## config.mk

```make
export PLATFORM = sky130hd
export DESIGN_NAME = zip_audio_entry_scanner_unit
export DESIGN_NICKNAME = d
export VERILOG_FILES = /design/src/design/zaes_pkg.sv /design/src/design/zip_audio_entry_scanner_unit.sv /design/src/design/zaes_front.sv /design/src/design/zaes_queue.sv /design/src/design/zaes_back.sv
export SDC_FILE = /design/constraint.sdc
export NUM_CORES = 2
export LEC_CHECK = 0
export BUFFER_PORTS_ARGS = -buffer_cell sky130_fd_sc_hd__buf_4
export CAP_MARGIN = 15
export CORE_ASPECT_RATIO = 0.6
export CORE_MARGIN = 8
export CORE_UTILIZATION = 25
export DETAILED_ROUTE_END_ITERATION = 12
export GPL_TIMING_DRIVEN = 0
export PLACE_DENSITY_LB_ADDON = 0.3
export SYNTH_ARGS = -nofsm -noshare
export SYNTH_HDL_FRONTEND = slang
export SYNTH_HIERARCHICAL = 1
export SYNTH_SLANG_ARGS = --single-unit
```

## constraint.sdc

```tcl
create_clock -name clk -period 14.15 [get_ports clk]
set_input_delay 0.7075 -clock clk [delete_from_list [all_inputs] [get_ports clk]]
set_output_delay 0.7075 -clock clk [all_outputs]
set_load 0.02 [all_outputs]
```

## src/design/zaes_pkg.sv

```systemverilog
// Shared types and constants for the ZIP audio entry scanner.
`timescale 1ns / 1ps

package zaes_pkg;

    // ZIP record signatures as they appear in a little-endian 32-bit window
    localparam logic [31:0] SIG_LOCAL   = 32'h04034b50;
    localparam logic [31:0] SIG_CENTRAL = 32'h02014b50;
    localparam logic [31:0] SIG_END     = 32'h06054b50;

    // Local header length and the byte positions of its fields
    localparam logic [31:0] HEADER_LEN  = 32'd30;
    localparam logic [4:0]  HDR_SIG_END = 5'd4;
    localparam logic [4:0]  HDR_CSIZE   = 5'd18;
    localparam logic [4:0]  HDR_USIZE   = 5'd22;
    localparam logic [4:0]  HDR_NLEN    = 5'd26;
    localparam logic [4:0]  HDR_ELEN    = 5'd28;
    localparam logic [4:0]  HDR_LAST    = 5'd29;

    // Lower-cased name tails that are accepted
    localparam logic [31:0] TAIL_MP3 = 32'h2E6D7033;
    localparam logic [31:0] TAIL_WAV = 32'h2E776176;
    localparam logic [31:0] TAIL_OGG = 32'h2E6F6767;

    // Result kinds
    localparam logic [1:0] KIND_NAME   = 2'd0;
    localparam logic [1:0] KIND_ACCEPT = 2'd1;
    localparam logic [1:0] KIND_REJECT = 2'd2;
    localparam logic [1:0] KIND_COUNT  = 2'd3;

    // Depth of the command queue between parser and result sequencer
    localparam int QUEUE_DEPTH = 4;

    typedef enum logic [2:0] {
        PH_SCAN   = 3'd0,
        PH_HEADER = 3'd1,
        PH_NAME   = 3'd2,
        PH_SKIP   = 3'd3,
        PH_STOP   = 3'd4
    } phase_t;

    typedef struct packed {
        logic [7:0] data_byte;
        logic       end_of_archive;
    } in_item_t;

    typedef struct packed {
        logic [1:0]  kind;
        logic [7:0]  name_byte;
        logic [31:0] data_offset;
        logic [31:0] file_size;
        logic        is_mp3;
        logic [15:0] name_length;
        logic [31:0] entry_count;
        logic        last_of_run;
    } out_item_t;

    // Everything one archive byte causes, handed from parser to sequencer
    typedef struct packed {
        logic        has_name;
        logic [7:0]  name_byte;
        logic        has_decision;
        logic        accepted;
        logic [31:0] data_offset;
        logic [31:0] file_size;
        logic        is_mp3;
        logic [15:0] name_length;
        logic        has_count;
        logic [31:0] entry_count;
    } cmd_t;

    // Fold ASCII upper case to lower case, leave every other byte alone
    function automatic logic [7:0] fold_case(input logic [7:0] b);
        logic [7:0] r;
        r = b;
        if (b >= 8'h41 && b <= 8'h5A) begin
            r = b + 8'h20;
        end
        return r;
    endfunction

endpackage

```

## src/design/zip_audio_entry_scanner_unit.sv

```systemverilog
// Path: the command for an accepted byte is written to the queue, then loaded into the
// sequencer's current-command register, from which its results are offered.
// Throughput: one byte per cycle while the queue is not full; a byte that causes two
// or three results sends them in turn, and a four-entry command queue absorbs those bursts.
// Reset (rst_n, asynchronous, active low) puts the parser at offset zero scanning for a
// signature, empties the queue and drops any pending result.
`timescale 1ns / 1ps

module zip_audio_entry_scanner_unit
#(
    parameter int QUEUE_DEPTH = zaes_pkg::QUEUE_DEPTH
)
(
    input  logic                clk,
    input  logic                rst_n,
    input  logic                byte_valid,
    output logic                byte_stall,
    input  zaes_pkg::in_item_t  byte_data,
    output logic                result_valid,
    input  logic                result_stall,
    output zaes_pkg::out_item_t result_data
);

    logic           byte_fire;
    logic           q_push, q_full, q_pop, q_not_empty;
    zaes_pkg::cmd_t front_cmd, q_cmd;

    // Hold the byte channel while the queue is full
    assign byte_stall = q_full;
    assign byte_fire  = byte_valid && !byte_stall;

    zaes_front u_front
    (
        .clk   (clk),
        .rst_n (rst_n),
        .fire  (byte_fire),
        .item  (byte_data),
        .push  (q_push),
        .cmd   (front_cmd)
    );

    zaes_queue
    #(
        .DEPTH (QUEUE_DEPTH)
    )
    u_queue
    (
        .clk       (clk),
        .rst_n     (rst_n),
        .push      (q_push),
        .push_data (front_cmd),
        .full      (q_full),
        .pop       (q_pop),
        .not_empty (q_not_empty),
        .pop_data  (q_cmd)
    );

    zaes_back u_back
    (
        .clk          (clk),
        .rst_n        (rst_n),
        .cmd_valid    (q_not_empty),
        .cmd          (q_cmd),
        .cmd_pop      (q_pop),
        .result_valid (result_valid),
        .result_stall (result_stall),
        .result_data  (result_data)
    );

endmodule

```

## src/design/zaes_front.sv

```systemverilog
// Byte parser: signature search, header capture, name tracking and skip.
`timescale 1ns / 1ps

module zaes_front
(
    input  logic               clk,
    input  logic               rst_n,
    input  logic               fire,
    input  zaes_pkg::in_item_t item,
    output logic               push,
    output zaes_pkg::cmd_t     cmd
);

    zaes_pkg::phase_t phase_reg, phase_next;
    logic [31:0] win_reg, win_next;
    logic [2:0]  fill_reg, fill_next;
    logic [4:0]  hidx_reg, hidx_next;
    logic [31:0] hstart_reg, hstart_next;
    logic [31:0] pos_reg, pos_next;
    logic [15:0] nlen_reg, nlen_next;
    logic [15:0] elen_reg, elen_next;
    logic [31:0] csize_reg, csize_next;
    logic [31:0] usize_reg, usize_next;
    logic [31:0] rem_reg, rem_next;
    logic [31:0] tail_reg, tail_next;
    logic [31:0] count_reg, count_next;

    logic [7:0]  b;
    logic        last;
    logic        stop_hit, local_hit, hdr_done, nlen_zero, name_done, skip_done;
    logic        finish, skip_nz, tail_ok, tail_mp3;
    logic [31:0] offset;

    assign b    = item.data_byte;
    assign last = item.end_of_archive;

    // Datapath and command for the byte in flight
    always_comb
    begin
        win_next    = win_reg;
        fill_next   = fill_reg;
        hidx_next   = hidx_reg;
        hstart_next = hstart_reg;
        pos_next    = pos_reg;
        nlen_next   = nlen_reg;
        elen_next   = elen_reg;
        csize_next  = csize_reg;
        usize_next  = usize_reg;
        rem_next    = rem_reg;
        tail_next   = tail_reg;
        count_next  = count_reg;
        stop_hit    = 1'b0;
        local_hit   = 1'b0;
        hdr_done    = 1'b0;
        name_done   = 1'b0;
        skip_done   = 1'b0;
        finish      = 1'b0;
        cmd         = '0;

        if (fire)
        begin
            case (phase_reg)
                zaes_pkg::PH_SCAN:
                begin
                    // Slide the window and look for a signature
                    win_next = {b, win_reg[31:8]};
                    if (fill_reg != 3'd4)
                    begin
                        fill_next = fill_reg + 3'd1;
                    end
                    if (fill_next == 3'd4)
                    begin
                        if (win_next == zaes_pkg::SIG_CENTRAL || win_next == zaes_pkg::SIG_END)
                        begin
                            stop_hit = 1'b1;
                        end
                        else if (win_next == zaes_pkg::SIG_LOCAL)
                        begin
                            local_hit   = 1'b1;
                            hstart_next = pos_reg - 32'd3;
                            hidx_next   = zaes_pkg::HDR_SIG_END;
                            csize_next  = '0;
                            usize_next  = '0;
                            nlen_next   = '0;
                            elen_next   = '0;
                        end
                    end
                end
                zaes_pkg::PH_HEADER:
                begin
                    // Capture the size and length fields byte by byte
                    if (hidx_reg >= zaes_pkg::HDR_CSIZE && hidx_reg < zaes_pkg::HDR_USIZE)
                    begin
                        csize_next[{hidx_reg[1:0] - 2'd2, 3'b000} +: 8] = b;
                    end
                    else if (hidx_reg >= zaes_pkg::HDR_USIZE && hidx_reg < zaes_pkg::HDR_NLEN)
                    begin
                        usize_next[{hidx_reg[1:0] - 2'd2, 3'b000} +: 8] = b;
                    end
                    else if (hidx_reg >= zaes_pkg::HDR_NLEN && hidx_reg < zaes_pkg::HDR_ELEN)
                    begin
                        nlen_next[{hidx_reg[0], 3'b000} +: 8] = b;
                    end
                    else if (hidx_reg >= zaes_pkg::HDR_ELEN && hidx_reg <= zaes_pkg::HDR_LAST)
                    begin
                        elen_next[{hidx_reg[0], 3'b000} +: 8] = b;
                    end
                    if (hidx_reg >= zaes_pkg::HDR_LAST)
                    begin
                        hdr_done  = 1'b1;
                        hidx_next = '0;
                        tail_next = '0;
                        if (nlen_next == 16'd0)
                        begin
                            finish = 1'b1;
                        end
                        else
                        begin
                            rem_next = {16'd0, nlen_next};
                        end
                    end
                    else
                    begin
                        hidx_next = hidx_reg + 5'd1;
                    end
                end
                zaes_pkg::PH_NAME:
                begin
                    // Pass the name byte on and keep the folded tail
                    tail_next     = {tail_reg[23:0], zaes_pkg::fold_case(b)};
                    cmd.has_name  = 1'b1;
                    cmd.name_byte = b;
                    rem_next      = rem_reg - 32'd1;
                    if (rem_next == 32'd0)
                    begin
                        name_done = 1'b1;
                        finish    = 1'b1;
                    end
                end
                zaes_pkg::PH_SKIP:
                begin
                    // Drop extra field and compressed data
                    rem_next = rem_reg - 32'd1;
                    if (rem_next == 32'd0)
                    begin
                        skip_done = 1'b1;
                        win_next  = '0;
                        fill_next = '0;
                    end
                end
                default:
                begin
                end
            endcase

            // Decide the entry once its name is complete
            if (finish)
            begin
                cmd.has_decision = 1'b1;
                if (tail_ok)
                begin
                    count_next       = count_reg + 32'd1;
                    cmd.accepted     = 1'b1;
                    cmd.data_offset  = offset;
                    cmd.file_size    = usize_next;
                    cmd.is_mp3       = tail_mp3;
                    cmd.name_length  = nlen_next;
                end
                rem_next  = {16'd0, elen_next} + csize_next;
                win_next  = '0;
                fill_next = '0;
            end

            pos_next = pos_reg + 32'd1;

            // Final byte: report the count and start a new archive
            if (last)
            begin
                cmd.has_count   = 1'b1;
                cmd.entry_count = count_next;
                win_next        = '0;
                fill_next       = '0;
                hidx_next       = '0;
                hstart_next     = '0;
                pos_next        = '0;
                nlen_next       = '0;
                elen_next       = '0;
                csize_next      = '0;
                usize_next      = '0;
                rem_next        = '0;
                tail_next       = '0;
                count_next      = '0;
            end
        end
    end

    assign offset    = hstart_reg + zaes_pkg::HEADER_LEN + {16'd0, nlen_next}
                       + {16'd0, elen_next};
    assign tail_mp3  = (tail_next == zaes_pkg::TAIL_MP3);
    assign tail_ok   = tail_mp3 || tail_next == zaes_pkg::TAIL_WAV
                       || tail_next == zaes_pkg::TAIL_OGG;
    assign nlen_zero = (nlen_next == 16'd0);
    assign skip_nz   = ({16'd0, elen_next} + csize_next) != 32'd0;
    assign push      = cmd.has_name | cmd.has_decision | cmd.has_count;

    // Next phase
    always_comb
    begin
        phase_next = phase_reg;
        if (fire)
        begin
            if (last)
            begin
                phase_next = zaes_pkg::PH_SCAN;
            end
            else
            begin
                case (phase_reg)
                    zaes_pkg::PH_SCAN:
                    begin
                        if (stop_hit)
                        begin
                            phase_next = zaes_pkg::PH_STOP;
                        end
                        else if (local_hit)
                        begin
                            phase_next = zaes_pkg::PH_HEADER;
                        end
                    end
                    zaes_pkg::PH_HEADER:
                    begin
                        if (hdr_done)
                        begin
                            if (!nlen_zero)
                            begin
                                phase_next = zaes_pkg::PH_NAME;
                            end
                            else if (skip_nz)
                            begin
                                phase_next = zaes_pkg::PH_SKIP;
                            end
                            else
                            begin
                                phase_next = zaes_pkg::PH_SCAN;
                            end
                        end
                    end
                    zaes_pkg::PH_NAME:
                    begin
                        if (name_done)
                        begin
                            phase_next = skip_nz ? zaes_pkg::PH_SKIP : zaes_pkg::PH_SCAN;
                        end
                    end
                    zaes_pkg::PH_SKIP:
                    begin
                        if (skip_done)
                        begin
                            phase_next = zaes_pkg::PH_SCAN;
                        end
                    end
                    default:
                    begin
                        phase_next = phase_reg;
                    end
                endcase
            end
        end
    end

    // Parser state
    always_ff @(posedge clk or negedge rst_n)
    begin
        if (!rst_n)
        begin
            phase_reg  <= zaes_pkg::PH_SCAN;
            win_reg    <= '0;
            fill_reg   <= '0;
            hidx_reg   <= '0;
            hstart_reg <= '0;
            pos_reg    <= '0;
            nlen_reg   <= '0;
            elen_reg   <= '0;
            csize_reg  <= '0;
            usize_reg  <= '0;
            rem_reg    <= '0;
            tail_reg   <= '0;
            count_reg  <= '0;
        end
        else
        begin
            phase_reg  <= phase_next;
            win_reg    <= win_next;
            fill_reg   <= fill_next;
            hidx_reg   <= hidx_next;
            hstart_reg <= hstart_next;
            pos_reg    <= pos_next;
            nlen_reg   <= nlen_next;
            elen_reg   <= elen_next;
            csize_reg  <= csize_next;
            usize_reg  <= usize_next;
            rem_reg    <= rem_next;
            tail_reg   <= tail_next;
            count_reg  <= count_next;
        end
    end

`ifndef SYNTHESIS
    // The final byte always leaves the parser at the start of a new archive
    a_last_restarts: assert property (@(posedge clk) disable iff (!rst_n)
        fire && last |=> phase_reg == zaes_pkg::PH_SCAN && pos_reg == 32'd0
                         && count_reg == 32'd0)
        else $error("parser did not restart after final byte");

    // A header is only ever entered from the scan phase on a local signature
    a_header_entry: assert property (@(posedge clk) disable iff (!rst_n)
        $rose(phase_reg == zaes_pkg::PH_HEADER) |-> hidx_reg == zaes_pkg::HDR_SIG_END)
        else $error("header capture started at wrong index");
`endif

endmodule

```

## src/design/zaes_queue.sv

```systemverilog
// Short command queue between parser and result sequencer.
`timescale 1ns / 1ps

module zaes_queue
#(
    parameter int DEPTH = zaes_pkg::QUEUE_DEPTH
)
(
    input  logic           clk,
    input  logic           rst_n,
    input  logic           push,
    input  zaes_pkg::cmd_t push_data,
    output logic           full,
    input  logic           pop,
    output logic           not_empty,
    output zaes_pkg::cmd_t pop_data
);

    localparam int PTR_W = (DEPTH > 1) ? $clog2(DEPTH) : 1;
    localparam int CNT_W = $clog2(DEPTH + 1);
    localparam logic [PTR_W-1:0] PTR_LAST = PTR_W'(DEPTH - 1);
    localparam logic [CNT_W-1:0] CNT_FULL = CNT_W'(DEPTH);

    zaes_pkg::cmd_t        store_reg [DEPTH];
    logic [PTR_W-1:0]      wr_ptr_reg, wr_ptr_next;
    logic [PTR_W-1:0]      rd_ptr_reg, rd_ptr_next;
    logic [CNT_W-1:0]      cnt_reg, cnt_next;
    logic                  do_push, do_pop;

    assign full      = (cnt_reg == CNT_FULL);
    assign not_empty = (cnt_reg != '0);
    assign do_push   = push && !full;
    assign do_pop    = pop && not_empty;
    assign pop_data  = store_reg[rd_ptr_reg];

    // Advance pointers and occupancy
    always_comb
    begin
        wr_ptr_next = wr_ptr_reg;
        rd_ptr_next = rd_ptr_reg;
        cnt_next    = cnt_reg;
        if (do_push)
        begin
            wr_ptr_next = (wr_ptr_reg == PTR_LAST) ? '0 : wr_ptr_reg + PTR_W'(1);
        end
        if (do_pop)
        begin
            rd_ptr_next = (rd_ptr_reg == PTR_LAST) ? '0 : rd_ptr_reg + PTR_W'(1);
        end
        if (do_push && !do_pop)
        begin
            cnt_next = cnt_reg + CNT_W'(1);
        end
        else if (do_pop && !do_push)
        begin
            cnt_next = cnt_reg - CNT_W'(1);
        end
    end

    always_ff @(posedge clk or negedge rst_n)
    begin
        if (!rst_n)
        begin
            wr_ptr_reg <= '0;
            rd_ptr_reg <= '0;
            cnt_reg    <= '0;
        end
        else
        begin
            wr_ptr_reg <= wr_ptr_next;
            rd_ptr_reg <= rd_ptr_next;
            cnt_reg    <= cnt_next;
        end
    end

    // Write the command store
    always_ff @(posedge clk)
    begin
        if (do_push)
        begin
            store_reg[wr_ptr_reg] <= push_data;
        end
    end

`ifndef SYNTHESIS
    // The parser is held off before the queue can overflow
    a_no_overflow: assert property (@(posedge clk) disable iff (!rst_n)
        push |-> !full)
        else $error("command pushed into full queue");

    // Occupancy tracks the pushes and pops
    a_count_track: assert property (@(posedge clk) disable iff (!rst_n)
        do_push && !do_pop |=> cnt_reg == $past(cnt_reg) + CNT_W'(1))
        else $error("queue occupancy lost a push");
`endif

endmodule

```

## src/design/zaes_back.sv

```systemverilog
// Result sequencer: expands each command into one to three output transactions.
`timescale 1ns / 1ps

module zaes_back
(
    input  logic                clk,
    input  logic                rst_n,
    input  logic                cmd_valid,
    input  zaes_pkg::cmd_t      cmd,
    output logic                cmd_pop,
    output logic                result_valid,
    input  logic                result_stall,
    output zaes_pkg::out_item_t result_data
);

    zaes_pkg::cmd_t cur_reg, cur_next;
    logic [2:0]     pend_reg, pend_next;   // name, decision, count still to send
    logic           single, out_fire, advance;

    assign result_valid = (pend_reg != 3'b000);
    assign single       = ((pend_reg & (pend_reg - 3'd1)) == 3'b000);
    assign out_fire     = result_valid && !result_stall;
    assign advance      = !result_valid || (out_fire && single);
    assign cmd_pop      = advance && cmd_valid;

    // Load the next command or retire the transaction just sent
    always_comb
    begin
        cur_next  = cur_reg;
        pend_next = pend_reg;
        if (advance)
        begin
            if (cmd_valid)
            begin
                cur_next  = cmd;
                pend_next = {cmd.has_count, cmd.has_decision, cmd.has_name};
            end
            else
            begin
                pend_next = 3'b000;
            end
        end
        else if (out_fire)
        begin
            pend_next = pend_reg & (pend_reg - 3'd1);
        end
    end

    // Present the lowest pending result
    always_comb
    begin
        result_data             = '0;
        result_data.last_of_run = single;
        if (pend_reg[0])
        begin
            result_data.kind      = zaes_pkg::KIND_NAME;
            result_data.name_byte = cur_reg.name_byte;
        end
        else if (pend_reg[1])
        begin
            if (cur_reg.accepted)
            begin
                result_data.kind        = zaes_pkg::KIND_ACCEPT;
                result_data.data_offset = cur_reg.data_offset;
                result_data.file_size   = cur_reg.file_size;
                result_data.is_mp3      = cur_reg.is_mp3;
                result_data.name_length = cur_reg.name_length;
            end
            else
            begin
                result_data.kind = zaes_pkg::KIND_REJECT;
            end
        end
        else
        begin
            result_data.kind        = zaes_pkg::KIND_COUNT;
            result_data.entry_count = cur_reg.entry_count;
        end
    end

    always_ff @(posedge clk or negedge rst_n)
    begin
        if (!rst_n)
        begin
            pend_reg <= 3'b000;
        end
        else
        begin
            pend_reg <= pend_next;
        end
    end

    always_ff @(posedge clk)
    begin
        cur_reg <= cur_next;
    end

`ifndef SYNTHESIS
    // A stalled result keeps its pending set
    a_hold_on_stall: assert property (@(posedge clk) disable iff (!rst_n)
        result_valid && result_stall |=> $stable(pend_reg))
        else $error("pending results changed under stall");

    // A command is only taken once the current one has fully drained
    a_pop_when_drained: assert property (@(posedge clk) disable iff (!rst_n)
        cmd_pop |-> !result_valid || (out_fire && $onehot(pend_reg)))
        else $error("command popped while results still pending");
`endif

endmodule

```

=== Yosys cells after proc, flatten, opt, wreduce, memory -nomap -nowiden ===
Memory sizes are Yosys's and may differ from the RTL's.
Index checks and enable logic that the tools add are counted.

* Add/sub/neg operators: 20
* $mul: 0
* Div/mod/pow operators: 0
* $lt $le $gt $ge: 11
* Eq/ne operators: 25
* Shifts and indexed selects: 4
* Mux-type cells: 129
* Bitwise gates (word level): 3
* Reduce and logical (&&, ||, !) cells: 46

{| class="wikitable"
|+ Operator list
! kind !! number
|-
| $mux W32 || 33
|-
| $mux W16 || 20
|-
| $pmux W32 S2 || 5
|-
| $mux W81 || 2
|-
| $mux W125 || 1
|-
| $mux W113 || 1
|-
| $eq A32 B30 Y1 const B || 3
|-
| $mux W83 || 1
|-
| $mux W82 || 1
|-
| $add A16 B32 Y32 || 2
|-
| $add A32 B1 Y32 const B || 2
|-
| $add A32 B16 Y32 || 2
|-
| $bwmux W32 || 2
|-
| $eq A32 B27 Y1 const B || 2
|-
| $pmux W16 S2 || 2
|-
| $mux W3 || 18
|-
| $mux W33 || 1
|-
| $add A32 B5 Y32 const B || 1
|-
| $bwmux W16 || 2
|-
| $eq A32 B26 Y1 const B || 1
|-
| $logic_not A16 Y1 || 2
|-
| $logic_not A32 Y1 || 1
|-
| $reduce_bool A32 Y1 || 1
|-
| $shift A8 B7 Y32 const A || 1
|-
| other kinds (52) || 131
|}

* Bits in registers: 431
* Latch bits: 0
* Bits in writable memories: 500
* Memory bits (read-only): 0
* Bits of input ports: 13
* Output and inout port bits: 126
* Logic and storage cells: 263
* Memories: 1

{| class="wikitable"
|+ Memory list
! memory !! words !! width !! read ports !! clocked after memory_dff !! write ports !! line !! source
|-
| u_queue.store_reg || 4 || 125 || 1 || 0 || 1 || zaes_queue.sv:24 || <nowiki>zaes_pkg::cmd_t store_reg [DEPTH];</nowiki>
|}

=== Logic depth before layout (Yosys ltp) ===
* Word-level depth: 23
* Mapped depth: 27
* Mapped depth without buffers: 27

=== Hierarchy ===
The synthesis kept the hierarchy.

{| class="wikitable"
|+ By module, submodules not included
! module !! times used !! cells an instance !! area an instance (µm²) !! seq. area each (µm²)
|-
| zaes_front || 1 || 2579 || 21758.4 || 7282.0
|-
| zaes_queue || 1 || 690 || 18422.7 || 15189.6
|-
| zaes_back || 1 || 286 || 4769.6 || 3738.6
|-
| zip_audio_entry_scanner_unit || 1 || 1 || 13.8 || 0.0
|}

=== Least setup slack after synthesis ===
No wires, ideal clock.

* Kind: reg2reg
* From: register u_front.hidx_reg[2]
* To: memory u_queue/store_reg[0][0] (netlist bit), enable pin
* Library setup time: 499 ps
* Data arrival time: 5840 ps
* Data required time: 13651 ps
* Slack: 7811 ps
* Cell stages (with the launch flop): 11
* Path buffers: 2
* Period minus slack after synthesis: 6339 ps
* Cell sequence: dfrtp_1 clkbuf_1 nand4b_1 nor2_1 mux2i_1 nand3_1 or4b_2 a21oi_1 nor2b_1 clkbuf_1 and2_1

* Longest elaborated chain between the ends: 19
* Elaborated cells between the ends (all ways): 27
* Those cells by class: order compare: 7; mux: 13; bitwise: 2; reduce/logical: 5

{| class="wikitable"
|+ Ends and longest elaborated chain
! what !! line !! source
|-
| start: declaration || zaes_front.sv:17 || <nowiki>logic [4:0] hidx_reg, hidx_next;</nowiki>
|-
| start signal: assignment || zaes_front.sv:295 || <nowiki>hidx_reg <= hidx_next;</nowiki>
|-
| $ge A5 B5 Y1 or $lt A5 B5 Y1 (tied branches) || zaes_front.sv:100 || <nowiki>else if (hidx_reg >= zaes_pkg::HDR_NLEN && hidx_reg < zaes_pkg::HDR_ELEN)</nowiki>
|-
| $logic_and A1 B1 Y1 || zaes_front.sv:100 ||
|-
| $mux W16 || zaes_front.sv:100 ||
|-
| $mux W16 || zaes_front.sv:96 || <nowiki>else if (hidx_reg >= zaes_pkg::HDR_USIZE && hidx_reg < zaes_pkg::HDR_NLEN)</nowiki>
|-
| $mux W16 || zaes_front.sv:92 || <nowiki>if (hidx_reg >= zaes_pkg::HDR_CSIZE && hidx_reg < zaes_pkg::HDR_USIZE)</nowiki>
|-
| $mux W16 || zaes_front.sv:62 || <nowiki>case (phase_reg)</nowiki>
|-
| $mux W16 || zaes_front.sv:60 || <nowiki>if (fire)</nowiki>
|-
| $logic_not A16 Y1 || zaes_front.sv:113 || <nowiki>if (nlen_next == 16'd0)</nowiki>
|-
| [... 4 more ...] || -- ||
|-
| $mux W83 (*) || zaes_front.sv:157 || <nowiki>if (finish)</nowiki>
|-
| $mux W125 (*) || zaes_front.sv:60 ||
|-
| $or A1 B1 Y1 (*) (2 in series) || zaes_front.sv:204 || <nowiki>assign push = cmd.has_name | cmd.has_decision | cmd.has_count;</nowiki>
|-
| via q_push || zip_audio_entry_scanner_unit.sv:25 || <nowiki>logic q_push, q_full, q_pop, q_not_empty;</nowiki>
|-
| $logic_and A1 B1 Y1 (*) || zaes_queue.sv:32 || <nowiki>assign do_push = push && !full;</nowiki>
|-
| via u_queue.do_push || zaes_queue.sv:28 || <nowiki>logic do_push, do_pop;</nowiki>
|-
| $mux W1 (*) || zaes_queue.sv:79 || <nowiki>if (do_push)</nowiki>
|-
| $mux W1 (implied by the code) (*) || zaes_queue.sv:81 || <nowiki>store_reg[wr_ptr_reg] <= push_data;</nowiki>
|-
| end: declaration || zaes_queue.sv:24 ||
|}

Mark *: on every way through the listed nets, which the timed path passes. The rest lies on a longest branch. The select of a mux whose other input is x is not followed.

=== Worst setup path after layout ===
* From: register u_queue.cnt_reg[0]
* To: register u_front.phase_reg[1]

* Longest elaborated chain between the ends: 11
* Elaborated cells between the ends (all ways): 26
* Those cells by class: add/sub: 1; eq/ne: 5; mux: 15; reduce/logical: 5

{| class="wikitable"
|+ Ends and longest elaborated chain
! what !! line !! source
|-
| start: declaration || zaes_queue.sv:27 || <nowiki>logic [CNT_W-1:0] cnt_reg, cnt_next;</nowiki>
|-
| start signal: assignment || zaes_queue.sv:72 || <nowiki>cnt_reg <= cnt_next;</nowiki>
|-
| $eq A3 B3 Y1 (*) || zaes_queue.sv:30 || <nowiki>assign full = (cnt_reg == CNT_FULL);</nowiki>
|-
| $logic_not A1 Y1 (*) || zip_audio_entry_scanner_unit.sv:30 || <nowiki>assign byte_fire = byte_valid && !byte_stall;</nowiki>
|-
| $logic_and A1 B1 Y1 (*) || zip_audio_entry_scanner_unit.sv:30 ||
|-
| via byte_fire || zip_audio_entry_scanner_unit.sv:24 || <nowiki>logic byte_fire;</nowiki>
|-
| $mux W16 (*) || zaes_front.sv:60 ||
|-
| via u_front.elen_next[0] || zaes_front.sv:21 || <nowiki>logic [15:0] elen_reg, elen_next;</nowiki>
|-
| $add A16 B32 Y32 (*) || zaes_front.sv:203 || <nowiki>assign skip_nz = ({16'd0, elen_next} + csize_next) != 32'd0;</nowiki>
|-
| $reduce_bool A32 Y1 (*) || zaes_front.sv:203 ||
|-
| $mux W2 (*) || zaes_front.sv:238, zaes_front.sv:252 ||
|-
| $mux W3 || zaes_front.sv:234 || <nowiki>if (!nlen_zero)</nowiki>
|-
| $mux W3 || zaes_front.sv:232 || <nowiki>if (hdr_done)</nowiki>
|-
| $pmux W3 S4 (*) || zaes_front.sv:218 || <nowiki>case (phase_reg)</nowiki>
|-
| $mux W3 (*) || zaes_front.sv:212 || <nowiki>if (last)</nowiki>
|-
| end signal: assignment || zaes_front.sv:276 || <nowiki>phase_reg <= zaes_pkg::PH_SCAN;</nowiki>
|-
| end signal: assignment || zaes_front.sv:292 || <nowiki>phase_reg <= phase_next;</nowiki>
|-
| end: declaration || zaes_front.sv:14 || <nowiki>zaes_pkg::phase_t phase_reg, phase_next;</nowiki>
|}

Marked as above.
A chain may end at the register's enable or synchronous reset.

==> impl_metrics.toml <==
[grt]
grt_pass1_wl_um = 214000
grt_max_degree = 103
grt_pass1_vias = 30300
grt_overflow = 0
antenna_found_initial = 6
grt_usage_pct = 14.6

[die]
core_sq_um = 179000
die_width_um = 564
start_util_pct = 25.2
die_h_um = 345
die_area_sq_um = 194000
io_pins = 139
rows = 120

[clock_tree]
tritoncts = "yes"
cts_hold_buf = 0
path_clk_slew_ps = 60
cts_resized = 0
clockBufferDepth = 3
root_buffer = "clkbuf_16"
cts_buffers = 86
cts_max_level = 3
clock_sinks = 923
clk_latency_ps = 740
cts_setup_buffers = 0

[layout]
largest_reg_flops = 500
final_common_cell = "edfxtp_1"
syn2layout_area_growth_pct = 16.4
layoutNonFillerInstCount = 6249
final_nets = 3913
drive_gt1_share_pct = 15.0
fillers = 18100
final_cell_mix = "622 x edfxtp_1, 301 x dfrtp_1, 282 x nor2_1, 216 x nand2_1, 170 x clkbuf_1"

[timing]
hold_ws_ps = -14.2
worstMarginPinSlew_ps = 1370
clock-skew-final_ps = 60.7
period_needed_ps = 9180
rsz0062_at_grt = "false"
drv_slew = 0
fmax_ghz = 0.109
finalHoldViolations = 2
finalSetupViolations = 0
timing.final.crit_share_pct = 64.9
tns_ps = 0
relSlewSlack_pct = 8.43

[synth]
yosys.area_share.xor_xnor_pct = 2.96
synthCells = 3556
yosys.area_share.simple_pct = 13.5
yosys.area_share.adder_pct = 3.17
synthesis.nets = 3671
yosys_register_bits = 923
ys_types = 110
async_flop_share_pct = 32.6
synth_area_per_cell_sq_um = 12.6
synth_seq_area_share_pct = 58.3
synth_compound_area_share_pct = 12.0
synth-main-ff-cell = "edfxtp_1"
synthMuxAreaShare_pct = 7.06
netlist_area_sq_um = 45000
synth_top_family_by_area = "simple AND/OR/NAND/NOR gates"
yosysWarnings = 6
synth-edff-count = 622

[route]
dr.pass1.iters = 6
wl_um = 146000
drtAntennaViolNets = 0
vias_per_cell = 5.10
routedWlPerCell_um = 23.4
drc = 0
via_count = 31900
drtIter0Drc = 3816

[status]
violations = "negative hold slack"
outcome = "complete, but fails checks"

[placed_design]
globalplace.congestion = 0.935
hpwl_um = 107000
port_buffers = 134
place_inst = 6088

[job]
drv_cap = 0

[critical_path]
worstPathMaxFanout = 10
crit_start = "u_queue/cnt_reg[0]$_DFFE_PN0P_"
end_kind = "register"
startpoint_type = "register"
crit_type = "reg -> reg"
arrival_ps = 9790
cp.required_ps = 14760
r2r_start = "u_queue/cnt_reg[0]$_DFFE_PN0P_"

[pwr]
power_density_nw_per_um2 = 162
peakVddDrop_uv = 101
leakage_nw = 18.8

[min_path]
holdCritPathClass = "in -> async"
[worst paths after layout]
| check | endpoint | slack [ps] | cells past startpoint |
|---|---|---|---|
| worst max-delay path | u_front/phase_reg[1]$_DFFE_PN0P_ | 4970 | 23 |
| max in group asynchronous | u_front/count_reg[29]$_DFFE_PN0P_ | 12990 | 3 |
| worst min register to register | u_front/hstart_reg[1]$_DFFE_PN0P_ | 490 | 2 |
| worst max register to register | u_front/phase_reg[1]$_DFFE_PN0P_ | 4970 | 23 |
| min in group clk | u_back/pend_reg[0]$_DFFE_PN0P_ | 330 | 3 |
| worst min-delay path | u_queue/wr_ptr_reg[0]$_DFFE_PN0P_ | -10 | 2 |
[layer usage]
layer | vias up | GRT usage (%) | share of wire, %
li1 | 14000 | - | -
met1 | 16300 | 23.8 | 51
met2 | 1315 | 18.9 | 38
met3 | 183 | 3.76 | 9.2
met4 | 0 | 2.92 | 2.0
met5 | - | 0 | 0
[cell families (layout without fill, tap and decap cells)]
family | Yosys count | after routing
flip-flops | 923 | 923
other | 0 | 1
XOR/XNOR | 152 | 152
multiplexers | 160 | 160
adder cells (fa/ha/maj) | 102 | 102
buffers and inverters | 330 | 643
AND/OR/NAND/NOR | 1137 | 1137
AO/OA/AOI/OAI | 752 | 752
[per-stage QoR]
stage / cell area, sq um / worst slack, ps / power, mW / utilization (%)
after floorplan: 45000 / 7810 / 5.11 / -
after global placement: 48900 / 3600 / 6.08 / 27.4
after detailed placement: 49400 / 5150 / 6.09 / 27.7
after CTS: 52300 / 5130 / 8.57 / 29.3
after global routing: 52300 / 4590 / 8.87 / 29.3
final: 52300 / 4970 / 8.46 / 29.3
[where the power goes]
part	switching (mW)	internal, mW
registers	0.152	3.44
logic	1.49	0.922
clock network	1.11	1.34
total	2.76	5.71
[Yosys cell counts (10+ instances only)]
| library cell | n | share of area [%] |
|---|---|---|
| a211oi_1 | 12 | 0.20 |
| a21o_1 | 24 | 0.40 |
| a21oi_1 | 133 | 1.5 |
| a22o_1 | 123 | 2.4 |
| a22oi_1 | 76 | 1.3 |
| a31oi_1 | 22 | 0.31 |
| a32oi_1 | 12 | 0.23 |
| and2_1 | 93 | 1.3 |
| and2_2 | 49 | 0.82 |
| and3_1 | 43 | 0.60 |
| and4_1 | 18 | 0.35 |
| buf_1 | 16 | 0.13 |
| buf_2 | 35 | 0.39 |
| buf_6 | 10 | 0.25 |
| clkbuf_1 | 153 | 1.3 |
| dfrtp_1 | 301 | 17 |
| edfxtp_1 | 622 | 42 |
| fa_1 | 20 | 0.89 |
| ha_1 | 82 | 2.3 |
| inv_1 | 102 | 0.85 |
| mux2i_1 | 28 | 0.62 |
| mux4_2 | 125 | 6.3 |
| nand2_1 | 216 | 1.8 |
| nand2b_1 | 15 | 0.21 |
| nand3_1 | 85 | 0.95 |
| nand4_1 | 45 | 0.63 |
| nor2_1 | 282 | 2.4 |
| nor2b_1 | 28 | 0.39 |
| nor3_1 | 91 | 1.0 |
| nor3b_1 | 17 | 0.28 |
| nor4_1 | 36 | 0.50 |
| nor4b_1 | 13 | 0.25 |
| o211ai_1 | 15 | 0.25 |
| o21a_1 | 19 | 0.32 |
| o21ai_0 | 127 | 1.4 |
| o22ai_1 | 12 | 0.17 |
| o2bb2ai_1 | 37 | 0.72 |
| o31ai_1 | 31 | 0.52 |
| or2_2 | 10 | 0.14 |
| or3_1 | 26 | 0.36 |
| or4_1 | 12 | 0.20 |
| xnor2_1 | 77 | 1.5 |
| xor2_1 | 75 | 1.5 |
[area by class of cell]
cell class	count	area, sq um	share of cell area, %
inverter	105	394	0.753
antenna	1	2.50	0.00478
sequential	923	26200	50.1
clock buffer	110	2310	4.42
clock inverter	49	613	1.17
multi-input combinational	2303	17400	33.3
buffer	225	985	1.88
tap	2379	2980	5.69
timing repair buffer	154	1430	2.74
[critical path, cell delays in order (launching register included)]
cell       delay, ps
dfrtp_1          430
nor3b_1          700
nor2b_4          220
clkinv_1         320
clkbuf_1         450
clkbuf_1         550
clkbuf_1         660
clkbuf_1         820
a22oi_1          340
inv_1            180
ha_1             330
inv_1            100
fa_1             440
nor2b_1          170
o2111ai_1        170
o211ai_1         190
a41oi_1          210
a211o_1          420
nor2_1           640
and3_1           250
a31oi_1          190
or4_1            700
a2111oi_0        420
o21ai_1          130
No activity file was read; power rests on OpenSTA's default activity.
